$ cat config.mk
export PLATFORM = sky130hd
export DESIGN_NAME = line_position_with_history_unit
export DESIGN_NICKNAME = d
export VERILOG_FILES = /design/src/design/lpwh_pkg.sv /design/src/design/line_position_with_history_unit.sv /design/src/design/lpwh_ctrl.sv /design/src/design/lpwh_datapath.sv
export VERILOG_INCLUDE_DIRS = /design/src /design/src/design
export SDC_FILE = /design/constraint.sdc
export NUM_CORES = 1
export LEC_CHECK = 0
export BUFFER_PORTS_ARGS = -buffer_cell sky130_fd_sc_hd__buf_2
export CORE_MARGIN = 2
export CORE_UTILIZATION = 25
export CTS_BUF_LIST = sky130_fd_sc_hd__clkbuf_8
export DETAILED_ROUTE_END_ITERATION = 10
export PLACE_DENSITY = 0.41
export SLEW_MARGIN = 20
export SYNTH_ARGS = -nofsm -noshare
export SYNTH_HDL_FRONTEND = slang
export SYNTH_SLANG_ARGS = --single-unit
$ cat constraint.sdc
create_clock -name i_clk -period 9.9 [get_ports i_clk]
set_clock_uncertainty 0.15 [all_clocks]
set_input_delay 2.475 -clock i_clk [delete_from_list [all_inputs] [get_ports i_clk]]
set_output_delay 2.475 -clock i_clk [all_outputs]
set_load 0.1 [all_outputs]
$ cat src/design/line_position_with_history_unit_assert.svh
// Assertion macros shared by the line position unit modules.
// Depends on nothing; included by the controller and the datapath.
`ifndef LINE_POSITION_WITH_HISTORY_UNIT_ASSERT_SVH
`define LINE_POSITION_WITH_HISTORY_UNIT_ASSERT_SVH

`ifndef SYNTHESIS
// Checked property, disabled while the reset is asserted.
`define LPWH_ASSERT(lbl, clk, rstn, prop, msg) \
    lbl: assert property (@(posedge clk) disable iff (!rstn) prop) else $error(msg);
// Checked property, evaluated during reset as well.
`define LPWH_ASSERT_ALWAYS(lbl, clk, prop, msg) \
    lbl: assert property (@(posedge clk) prop) else $error(msg);
`else
`define LPWH_ASSERT(lbl, clk, rstn, prop, msg)
`define LPWH_ASSERT_ALWAYS(lbl, clk, prop, msg)
`endif

`endif

$ cat src/design/lpwh_pkg.sv
// Shared constants and controller/datapath interface types for the line position unit.
// Depends on nothing.
`timescale 1ns / 1ps

package lpwh_pkg;

    localparam int SENSOR_COUNT = 6;
    localparam int WEIGHT_W     = 8;
    localparam int POS_W        = 11;
    localparam int CFG_IDX_W    = 3;
    localparam int IN_TDATA_W   = 8;
    localparam int OUT_TDATA_W  = 16;

    // Commands from the controller to the datapath.
    typedef struct packed {
        logic load_bits;
        logic calc_sum;
        logic push;
        logic set_zero;
        logic div_init;
        logic div_step;
        logic div_end;
        logic out_load;
    } t_cmd;

    // Status from the datapath to the controller.
    typedef struct packed {
        logic any_active;
        logic empty;
        logic div_last;
        logic out_free;
    } t_status;

endpackage

$ cat src/design/line_position_with_history_unit.sv
// Line position unit: an item with an active sensor, or with none and an empty history,
// goes through the sum state and then the push or zero state to the output register. With no
// active sensor and stored history the bit-serial divider runs SUM_W = 11 + clog2(HISTORY_DEPTH)
// steps (14 at depth 8). A new item is taken only once the last result is in the output register.
// Synchronous active-low reset clears weights, fill count, write index, running sum and
// the output valid; history entries are only read after they are written.
`timescale 1ns / 1ps

module line_position_with_history_unit #(
    parameter int HISTORY_DEPTH = 8
) (
    input  logic                               i_clk,
    input  logic                               i_rst_n,
    input  logic                               i_cfg_we,
    input  logic [lpwh_pkg::CFG_IDX_W-1:0]     i_cfg_idx,
    input  logic [lpwh_pkg::WEIGHT_W-1:0]      i_cfg_data,
    input  logic                               i_s_axis_tvalid,
    output logic                               o_s_axis_tready,
    // [5:0] sensor_bits, [7:6] ignored
    input  logic [lpwh_pkg::IN_TDATA_W-1:0]    i_s_axis_tdata,
    output logic                               o_m_axis_tvalid,
    input  logic                               i_m_axis_tready,
    // [10:0] position, [15:11] zero
    output logic [lpwh_pkg::OUT_TDATA_W-1:0]   o_m_axis_tdata,
    // [0] from_history
    output logic [0:0]                         o_m_axis_tuser
);
    import lpwh_pkg::*;

    t_cmd             w_cmd;
    t_status          w_status;
    logic [POS_W-1:0] w_position;
    logic             w_from_history;

    lpwh_ctrl u_ctrl (
        .i_clk           (i_clk),
        .i_rst_n         (i_rst_n),
        .i_s_axis_tvalid (i_s_axis_tvalid),
        .o_s_axis_tready (o_s_axis_tready),
        .i_status        (w_status),
        .o_cmd           (w_cmd)
    );

    lpwh_datapath #(
        .HISTORY_DEPTH (HISTORY_DEPTH)
    ) u_datapath (
        .i_clk          (i_clk),
        .i_rst_n        (i_rst_n),
        .i_cfg_we       (i_cfg_we),
        .i_cfg_idx      (i_cfg_idx),
        .i_cfg_data     (i_cfg_data),
        .i_sensor_bits  (i_s_axis_tdata[SENSOR_COUNT-1:0]),
        .i_m_tready     (i_m_axis_tready),
        .o_m_tvalid     (o_m_axis_tvalid),
        .o_position     (w_position),
        .o_from_history (w_from_history),
        .i_cmd          (w_cmd),
        .o_status       (w_status)
    );

    assign o_m_axis_tdata = {{(OUT_TDATA_W - POS_W){1'b0}}, w_position};
    assign o_m_axis_tuser = w_from_history;

endmodule

$ cat src/design/lpwh_ctrl.sv
// Sequencing state machine of the line position unit.
// Depends on lpwh_pkg and the assertion macro header.
`timescale 1ns / 1ps
`include "line_position_with_history_unit_assert.svh"

module lpwh_ctrl (
    input  logic             i_clk,
    input  logic             i_rst_n,
    input  logic             i_s_axis_tvalid,
    output logic             o_s_axis_tready,
    input  lpwh_pkg::t_status i_status,
    output lpwh_pkg::t_cmd    o_cmd
);
    import lpwh_pkg::*;

    typedef enum logic [2:0] {
        ST_IDLE,
        ST_SUM,
        ST_PUSH,
        ST_ZERO,
        ST_DIV_INIT,
        ST_DIV_RUN,
        ST_DIV_END,
        ST_DONE
    } t_state;

    t_state r_state;
    logic   w_accept;

    assign o_s_axis_tready = (r_state == ST_IDLE);
    assign w_accept        = i_s_axis_tvalid && o_s_axis_tready;

    always_comb begin
        o_cmd           = '0;
        o_cmd.load_bits = w_accept;
        o_cmd.calc_sum  = (r_state == ST_SUM);
        o_cmd.push      = (r_state == ST_PUSH);
        o_cmd.set_zero  = (r_state == ST_ZERO);
        o_cmd.div_init  = (r_state == ST_DIV_INIT);
        o_cmd.div_step  = (r_state == ST_DIV_RUN);
        o_cmd.div_end   = (r_state == ST_DIV_END);
        o_cmd.out_load  = (r_state == ST_DONE) && i_status.out_free;
    end

    always_ff @(posedge i_clk) begin
        if (!i_rst_n) begin
            r_state <= ST_IDLE;
        end else begin
            unique case (r_state)
                ST_IDLE: begin
                    if (w_accept) r_state <= ST_SUM;
                end
                ST_SUM: begin
                    // The sensor bits were latched on the transfer, so status is valid here.
                    if (i_status.any_active)  r_state <= ST_PUSH;
                    else if (i_status.empty)  r_state <= ST_ZERO;
                    else                      r_state <= ST_DIV_INIT;
                end
                ST_PUSH:     r_state <= ST_DONE;
                ST_ZERO:     r_state <= ST_DONE;
                ST_DIV_INIT: r_state <= ST_DIV_RUN;
                ST_DIV_RUN: begin
                    if (i_status.div_last) r_state <= ST_DIV_END;
                end
                ST_DIV_END:  r_state <= ST_DONE;
                ST_DONE: begin
                    if (i_status.out_free) r_state <= ST_IDLE;
                end
                default:     r_state <= ST_IDLE;
            endcase
        end
    end

    `LPWH_ASSERT(a_accept_starts_sum, i_clk, i_rst_n, w_accept |=> (r_state == ST_SUM), "accepted item did not start the sum")
    `LPWH_ASSERT(a_load_needs_room, i_clk, i_rst_n, o_cmd.out_load |-> i_status.out_free, "result loaded while output register busy")
    `LPWH_ASSERT(a_run_from_init, i_clk, i_rst_n, $rose(o_cmd.div_step) |-> $past(o_cmd.div_init), "division started without initialization")

endmodule

$ cat src/design/lpwh_datapath.sv
// Datapath of the line position unit: weights, weighted sum, history memory,
// running sum, bit-serial divider and output register. Depends on lpwh_pkg.
`timescale 1ns / 1ps
`include "line_position_with_history_unit_assert.svh"

module lpwh_datapath #(
    parameter int HISTORY_DEPTH = 8
) (
    input  logic                               i_clk,
    input  logic                               i_rst_n,
    input  logic                               i_cfg_we,
    input  logic [lpwh_pkg::CFG_IDX_W-1:0]     i_cfg_idx,
    input  logic [lpwh_pkg::WEIGHT_W-1:0]      i_cfg_data,
    input  logic [lpwh_pkg::SENSOR_COUNT-1:0]  i_sensor_bits,
    input  logic                               i_m_tready,
    output logic                               o_m_tvalid,
    output logic [lpwh_pkg::POS_W-1:0]         o_position,
    output logic                               o_from_history,
    input  lpwh_pkg::t_cmd                     i_cmd,
    output lpwh_pkg::t_status                  o_status
);
    import lpwh_pkg::*;

    localparam int IDX_W  = (HISTORY_DEPTH > 1) ? $clog2(HISTORY_DEPTH) : 1;
    localparam int FILL_W = $clog2(HISTORY_DEPTH + 1);
    localparam int SUM_W  = POS_W + $clog2(HISTORY_DEPTH);
    localparam int CNT_W  = $clog2(SUM_W);

    logic signed [WEIGHT_W-1:0]     r_weight [SENSOR_COUNT];
    logic [SENSOR_COUNT-1:0]        r_bits;
    logic signed [POS_W-1:0]        r_sum;
    logic signed [POS_W-1:0]        n_sum;
    logic signed [POS_W-1:0]        r_mem [HISTORY_DEPTH];
    logic signed [POS_W-1:0]        r_rd;
    logic [FILL_W-1:0]              r_fill;
    logic [IDX_W-1:0]               r_widx;
    logic signed [SUM_W-1:0]        r_run;
    logic                           w_full;
    logic [IDX_W-1:0]               w_waddr;

    logic                           r_neg;
    logic [SUM_W-1:0]               r_dvd;
    logic [FILL_W-1:0]              r_rem;
    logic [CNT_W-1:0]               r_cnt;
    logic [FILL_W:0]                w_rem_sh;
    logic                           w_ge;

    logic signed [POS_W-1:0]        r_res_pos;
    logic                           r_res_flag;
    logic                           r_out_valid;
    logic signed [POS_W-1:0]        r_out_pos;
    logic                           r_out_flag;

    assign w_full  = (r_fill == FILL_W'(HISTORY_DEPTH));
    assign w_waddr = w_full ? r_widx : r_fill[IDX_W-1:0];

    always_comb begin
        n_sum = '0;
        for (int i = 0; i < SENSOR_COUNT; i++) begin
            if (r_bits[i]) n_sum = n_sum + POS_W'(r_weight[i]);
        end
    end

    assign w_rem_sh = {r_rem, r_dvd[SUM_W-1]};
    assign w_ge     = (w_rem_sh >= {1'b0, r_fill});

    assign o_status.any_active = (r_bits != '0);
    assign o_status.empty      = (r_fill == '0);
    assign o_status.div_last   = (r_cnt == CNT_W'(SUM_W - 1));
    assign o_status.out_free   = !r_out_valid || i_m_tready;

    // History memory; the read port always follows the oldest slot.
    always_ff @(posedge i_clk) begin
        if (i_cmd.push) r_mem[w_waddr] <= r_sum;
        r_rd <= r_mem[r_widx];
    end

    always_ff @(posedge i_clk) begin
        if (!i_rst_n) begin
            for (int i = 0; i < SENSOR_COUNT; i++) r_weight[i] <= '0;
            r_fill      <= '0;
            r_widx      <= '0;
            r_run       <= '0;
            r_out_valid <= 1'b0;
        end else begin
            if (i_cfg_we && (i_cfg_idx < CFG_IDX_W'(SENSOR_COUNT))) begin
                r_weight[i_cfg_idx] <= i_cfg_data;
            end
            if (i_cmd.push) begin
                if (w_full) begin
                    // Replace the oldest entry, whose value is already in r_rd.
                    r_run <= r_run - SUM_W'(r_rd) + SUM_W'(r_sum);
                    if (r_widx == IDX_W'(HISTORY_DEPTH - 1)) r_widx <= '0;
                    else                                     r_widx <= r_widx + 1'b1;
                end else begin
                    r_run  <= r_run + SUM_W'(r_sum);
                    r_fill <= r_fill + 1'b1;
                end
            end
            if (i_cmd.out_load)                 r_out_valid <= 1'b1;
            else if (r_out_valid && i_m_tready) r_out_valid <= 1'b0;
        end
    end

    always_ff @(posedge i_clk) begin
        if (i_cmd.load_bits) r_bits <= i_sensor_bits;
        if (i_cmd.calc_sum)  r_sum  <= n_sum;
        if (i_cmd.push) begin
            r_res_pos  <= r_sum;
            r_res_flag <= 1'b0;
        end
        if (i_cmd.set_zero) begin
            r_res_pos  <= '0;
            r_res_flag <= 1'b1;
        end
        // Restoring division of the magnitude of the running sum by the fill count.
        if (i_cmd.div_init) begin
            r_neg <= r_run[SUM_W-1];
            r_dvd <= r_run[SUM_W-1] ? SUM_W'(-r_run) : SUM_W'(r_run);
            r_rem <= '0;
            r_cnt <= '0;
        end
        if (i_cmd.div_step) begin
            r_rem <= w_ge ? FILL_W'(w_rem_sh - {1'b0, r_fill}) : w_rem_sh[FILL_W-1:0];
            r_dvd <= {r_dvd[SUM_W-2:0], w_ge};
            r_cnt <= r_cnt + 1'b1;
        end
        if (i_cmd.div_end) begin
            r_res_pos  <= r_neg ? -r_dvd[POS_W-1:0] : r_dvd[POS_W-1:0];
            r_res_flag <= 1'b1;
        end
        if (i_cmd.out_load) begin
            r_out_pos  <= r_res_pos;
            r_out_flag <= r_res_flag;
        end
    end

    assign o_m_tvalid     = r_out_valid;
    assign o_position     = r_out_pos;
    assign o_from_history = r_out_flag;

    `LPWH_ASSERT(a_fill_bound, i_clk, i_rst_n, r_fill <= FILL_W'(HISTORY_DEPTH), "fill count above history depth")
    `LPWH_ASSERT(a_wrap_only_full, i_clk, i_rst_n, (r_widx != '0) |-> w_full, "write index moved before history was full")
    `LPWH_ASSERT(a_rem_below_div, i_clk, i_rst_n, i_cmd.div_step |-> (r_rem < r_fill), "divider remainder not below divisor")

endmodule

# Word level (Yosys, flattened, before mapping)
# Memories as Yosys holds them, arrays and structs flattened. A register that Yosys moved wholly into a read port is not among the register bits.
# Index checks and enable logic that the tools add are counted.
op_classes:
  add_sub_neg: 14
  multipliers: 0
  n_div: 0
  magnitude_cmp: 2
  eq_ne: 13
  shift: 0
  mux: 37
  bitwise_logic: 1
  reduce_logical: 18
op_table:
  columns: ["operator", "n"]
  rows:
  - ["two-way mux 11 bit", 10]
  - ["two-way mux 14 bit", 4]
  - ["adder 11 x 8 -> 11 bit", 5]
  - ["adder 14 x 11 -> 14 bit", 2]
  - ["two-way mux 3 bit", 8]
  - ["case mux 3 bit (6 select lines)", 1]
  - ["two-way mux 4 bit", 4]
  - ["== test 3 bit, second input constant", 5]
  - ["negator 14 bit", 1]
  - ["subtractor 14 x 11 -> 14 bit", 1]
  - ["negator 11 bit", 1]
  - ["two-way mux 1 bit", 9]
  - ["adder 4 x 1 -> 4 bit, second input constant", 2]
  - ["== test 4 bit, second input constant", 2]
  - ["two-way mux 8 bit", 1]
  - ["OR reduction 8 bit", 1]
  - ["== test 3 x 2 -> 1 bit, second input constant", 2]
  - ["nonzero test 6 bit", 1]
  - ["greater-or-equal comparator 5 x 4 -> 1 bit", 1]
  - ["logical AND 1 bit", 4]
  - ["logical NOT 4 bit", 1]
  - ["inequality test 2 x 1 -> 1 bit, second input constant", 2]
  - ["AND reduction 2 bit", 2]
  - ["nonzero test 2 bit", 2]
  - ["13 further kinds", 13]
totals:
  register_bits: 89
  latchBits: 0
  mem_bits_rw: 136
  rom_bits: 0
  in_bits: 24
  out_inout_bits: 19
  word_cells: 102
  memories: 2
memory_table:
  columns: ["memory", "words", "word_bits", "rd", "rd_clocked_by_memory_dff", "write_ports", "line_no", "source"]
  rows:
  - ["u_datapath.r_mem", 8, 11, 1, 1, 1, "lpwh_datapath.sv:33", "logic signed [POS_W-1:0] r_mem [HISTORY_DEPTH];"]
  - ["u_datapath.r_weight", 6, 8, 6, 0, 6, "lpwh_datapath.sv:29", "logic signed [WEIGHT_W-1:0] r_weight [SENSOR_COUNT];"]

# Longest topological paths before layout
# An unclocked memory read counts as a cell.
logic_depth:
  ltp_word: 12
  mapped_depth: 39
  ltp_nobuf: 37

# Hierarchy
# From an unflattened synthesis, not the netlist that was laid out.
unflattened:
  cells_unflattened: 1272
  hier_area_um2: 13834.5
by_module_without_submodules:
  columns: ["mod", "n_inst", "cells_per_inst", "area_per_inst_um2", "seq_area_each_um2"]
  rows:
  - ["lpwh_datapath", 1, 1230, 13534.2, 6656.4]
  - ["lpwh_ctrl", 1, 36, 259.0, 60.1]
  - ["line_position_with_history_unit", 1, 6, 41.3, 0.0]

# Worst setup path before layout
# OpenSTA, ideal clock, no wires.
synth_timing:
  kind: "reg-to-reg"
  start: "register u_datapath.r_bits[0]"
  end: "register u_datapath.r_sum[10], data pin"
  setup_time_ps: 268
  arrival_ps: 6391
  t_required_ps: 9482
  slack_ps: 3091
  stages_incl_launch_ff: 38
  n_path_buf: 1
  synth_period_minus_slack_ps: 6809
  path_cell_list: "edfxtp_1 > buf_4 > and2_1 > ha_1 > ha_1 > a21o_1 > o21ai_0 > a21oi_1 > o21ai_0 > ha_1 > nor2b_1 > o21a_1 > nor2_1 > xnor2_1 > nand2_1 > and3_1 > inv_1 > ha_1 > [2 not listed] > xnor2_1 > nand2_1 > and3_1 > ha_1 > and2_1 > a22o_1 > a211oi_1 > xor2_1 > nand2_1 > o21a_1 > ha_1 > o21a_1 > nor2_1 > a21oi_1 > nand3_1 > and3_1 > o21ai_0 > xnor3_1"
synth_via:
  elab_chain_cells: 11
synth_lines:
  columns: ["item", "line_no", "source"]
  rows:
  - ["from (decl)", "lpwh_datapath.sv:30", "logic [SENSOR_COUNT-1:0] r_bits;"]
  - ["from (signal assigned)", "lpwh_datapath.sv:106", "if (i_cmd.load_bits) r_bits <= i_sensor_bits;"]
  - ["two-way mux 11 bit (*)", "lpwh_datapath.sv:60", "if (r_bits[i]) n_sum = n_sum + POS_W'(r_weight[i]);"]
  - ["adder 11 x 8 -> 11 bit", "lpwh_datapath.sv:60", null]
  - ["two-way mux 11 bit (*)", "lpwh_datapath.sv:60", null]
  - ["adder 11 x 8 -> 11 bit", "lpwh_datapath.sv:60", null]
  - ["two-way mux 11 bit (*)", "lpwh_datapath.sv:60", null]
  - ["adder 11 x 8 -> 11 bit", "lpwh_datapath.sv:60", null]
  - ["two-way mux 11 bit (*)", "lpwh_datapath.sv:60", null]
  - ["adder 11 x 8 -> 11 bit", "lpwh_datapath.sv:60", null]
  - ["two-way mux 11 bit (*)", "lpwh_datapath.sv:60", null]
  - ["adder 11 x 8 -> 11 bit", "lpwh_datapath.sv:60", null]
  - ["two-way mux 11 bit (*)", "lpwh_datapath.sv:60", null]
  - ["named net u_datapath.n_sum[10]", "lpwh_datapath.sv:32", "logic signed [POS_W-1:0] n_sum;"]
  - ["to (signal assigned)", "lpwh_datapath.sv:107", "if (i_cmd.calc_sum) r_sum <= n_sum;"]
  - ["to (decl)", "lpwh_datapath.sv:31", "logic signed [POS_W-1:0] r_sum;"]
# The timed path passes the listed nets; every way through them passes the cells marked *.
# A chain may end at the register's enable or synchronous reset.

# Worst setup path after layout
# Same ends and word-level chain as after synthesis.

==> results_dict.tcl <==
set metrics [dict create \
    status "complete, no violations" \
    numCtsBuffers 48 \
    cap_violations 0 \
    dp_hpwl_microns 25000 \
    max_freq_mhz 123.3 \
    final_cell_mix "199 x edfxtp_1, 123 x nand2_1, 121 x inv_1, 117 x nor2_1, 85 x ha_1" \
    clock_sinks 236 \
    wl_microns 34780 \
    ioPinCount 43 \
    crit_buf_inv 1 \
    clk_path_buf_depth 3 \
    core_area_sq_um 55200 \
    drv_slew 0 \
    whs_path_depth 0 \
    worst_pin_slew_ps 1017 \
    ant_nets 0 \
    post_cts_resized 0 \
    diodes 0 \
    synthDistinctLibCells 76 \
    grt_pass1_wl_microns 54910 \
    rows 86 \
    dieArea_sq_um 57940 \
    synth_edf_count 199 \
    dieHeight_microns 240.7 \
    synthArstFlopShare_pct 0 \
    drive_gt1_share_pct 13.16 \
    path_clk_slew_ps 60 \
    power_density_nw_per_um2 222.0 \
    hold_class "reg -> reg" \
    hold_path_end "u_datapath.o_position[10]$_DFFE_PP_" \
    via_per_inst 4.463 \
    cts_max_level 2 \
    cts_tree "built" \
    r2r_setup_slack_ps 1790 \
    post_cts_buffers 0 \
    ys.flop_type "edfxtp_1" \
    worstSetupPathType "reg -> reg" \
    area_growth_pct 13.85 \
    crit_top_cell "ha_1" \
    cp-end-kind "flip-flop" \
    cts_hold_buf 0 \
    irDropWorstVdd_v 0.00008395 \
    clk-insertion-delay-late_ps 620 \
    yosysWarningCount 0 \
    num_vias 9547 \
    r2r_start "u_datapath.r_bits[0]$_DFFE_PP_" \
    hold_viol 0 \
    r2r-end "u_datapath.r_sum[10]$_DFFE_PP_" \
    synthCells 1304 \
    synth_seq_cells 236 \
    slowest_stage "edfxtp_1" \
    p_total_uw 3541 \
    final_nets 1481 \
    cpLargestDelayFamily "simple AND/OR/NAND/NOR gates" \
    start_util_pct 25.38 \
    final_common_cell "edfxtp_1" \
    syn_area_per_cell_sq_um 10.74 \
    drtIter0Drc 470 \
    critPathMaxFanout 22 \
    dp.cells 2051 \
    period_share_pct 81.94 \
    grt_use_total_pct 12.39 \
    worst_path_largest_cell_delay_ps 850 \
    placement.io_buffers 35 \
    seq_area_frac_synth_pct 47.95 \
    crit_required_ps 10110 \
    ctsRootBufferMaster "clkbuf_8" \
    setup_violations 0 \
    whs_ps 263.9 \
    finalWorstPathRequiredPeriod_ps 8112 \
    wl_per_cell_microns 16.26 \
    grt_remaining_overflow 0 \
    cp.arrival_ps 8320 \
    utilization_pct 28.89 \
    grt_max_degree 34 \
    first_global_vias 9734 \
    p_leak_uw 0.006068 \
    hp-start "u_datapath.r_res_pos[10]$_DFFE_PP_" \
    rsz0062_at_grt "no" \
    maxSlewHeadroom_pct 31.49 \
    dr.pass1.iters 5 \
    drc 0 \
    r2r_cells 34 \
    die_w_microns 240.7 \
    netlist_area_sq_um 14010 \
    globalplace.congestion 0.7724 \
    stdcell_count 2139 \
    antenna_found_initial 0 \
    start_kind "flip-flop" \
    tns_ps 0 \
]
-- metrics by stage --
stage | setup slack, ps | instance area [sq um]
global route | 1186 | 15950
finish | 1788 | 15950
floorplan | 3091 | 14020
global placement | 1936 | 15010
CTS | 1803 | 15940
detailed placement | 1827 | 15020
-- per-layer routing --
layer	wire (microns)	share of wire (%)	vias to the layer above	track usage (%)
met4	721	2.1	0	3.858
met1	16490	47	4520	16.33
met2	16450	47	159	20.76
li1	-	-	4819	-
met5	0	0	-	0
met3	1123	3.2	49	2.059
-- Yosys cell counts (13+ instances only) --
cell type	count	area (sq um)
a21o_1	16	120.1
a21oi_1	71	355.3
a31oi_1	14	87.58
clkbuf_1	37	138.9
dfxtp_1	37	740.7
edfxtp_1	199	5976
fa_1	19	380.4
ha_1	85	1064
inv_1	106	397.9
mux2_2	22	247.7
mux4_2	22	495.5
nand2_1	123	461.7
nand3_1	23	115.1
nor2_1	119	446.7
nor2b_1	16	100.1
nor3_1	13	65.06
o21a_1	18	135.1
o21ai_0	79	395.4
xnor2_1	57	499.2
xor2_1	28	245.2
-- cells by family after synthesis --
logic type	count (synthesis)	synth area share [%]
AO/OA/AOI/OAI	302	14.08
XOR/XNOR	86	5.475
adder cells (fa/ha/maj)	104	10.31
buffers and inverters	161	4.564
flip-flops	236	47.95
multiplexers	50	5.770
other	1	0.02677
AND/OR/NAND/NOR	364	11.83
-- power breakdown --
| part | leakage (uW) | switching (uW) | internal (uW) |
|---|---|---|---|
| Combinational | 0.00339 | 687 | 549 |
| Sequential | 0.00215 | 131 | 1210 |
| Clock | 0.000535 | 438 | 525 |
| Total | 0.00607 | 1260 | 2280 |
-- worst max-delay path by stage --
stage                              startpoint                        endpoint  slack [ps]  cells after the start
2_1_floorplan  u_datapath.r_bits[0]$_DFFE_PP_  u_datapath.r_sum[10]$_DFFE_PP_        3090                     37
3_3_place_gp   u_datapath.r_bits[0]$_DFFE_PP_  u_datapath.r_sum[10]$_DFFE_PP_        1940                     34
3_5_place_dp   u_datapath.r_bits[0]$_DFFE_PP_  u_datapath.r_sum[10]$_DFFE_PP_        1830                     34
5_1_grt        u_datapath.r_bits[0]$_DFFE_PP_  u_datapath.r_sum[10]$_DFFE_PP_        1190                     34
4_1_cts        u_datapath.r_bits[0]$_DFFE_PP_  u_datapath.r_sum[10]$_DFFE_PP_        1800                     34
6_report       u_datapath.r_bits[0]$_DFFE_PP_  u_datapath.r_sum[10]$_DFFE_PP_        1790                     34
-- worst reg2reg max path: cells and delay by family (launching register included) --
family / cells / cell delay (ps)
DFF: 1 / 850
and+or+nand+nor: 12 / 1960
adders and majority gates: 6 / 1590
xor gates and xnor gates: 5 / 1040
muxes: 1 / 290
AOI/OAI and AO/OA: 9 / 1900
buffers and inverters: 1 / 60
-- state kept, by name (all words and copies together) (netlist names), 6 cells and up --
register,count
u_datapath.r_rd,11
u_datapath.r_dvd,14
u_datapath.r_res_pos,11
u_datapath.r_run,14
u_datapath.o_position,11
u_datapath.r_mem,88
u_datapath.r_bits,6
u_datapath.r_sum,11
u_datapath.r_weight,48
-- layout make-up --
class                           instances  area (sq um)
Fill cell                            5764         39250
Sequential cell                       236          6718
Multi-Input combinational cell        911          6694
Tap cell                              748         935.9
Clock buffer                           54         743.2
Inverter                              108         405.4
Timing Repair Buffer                   48         272.8
Clock inverter                         34         180.2
Power figures use the tool's default switching activity.
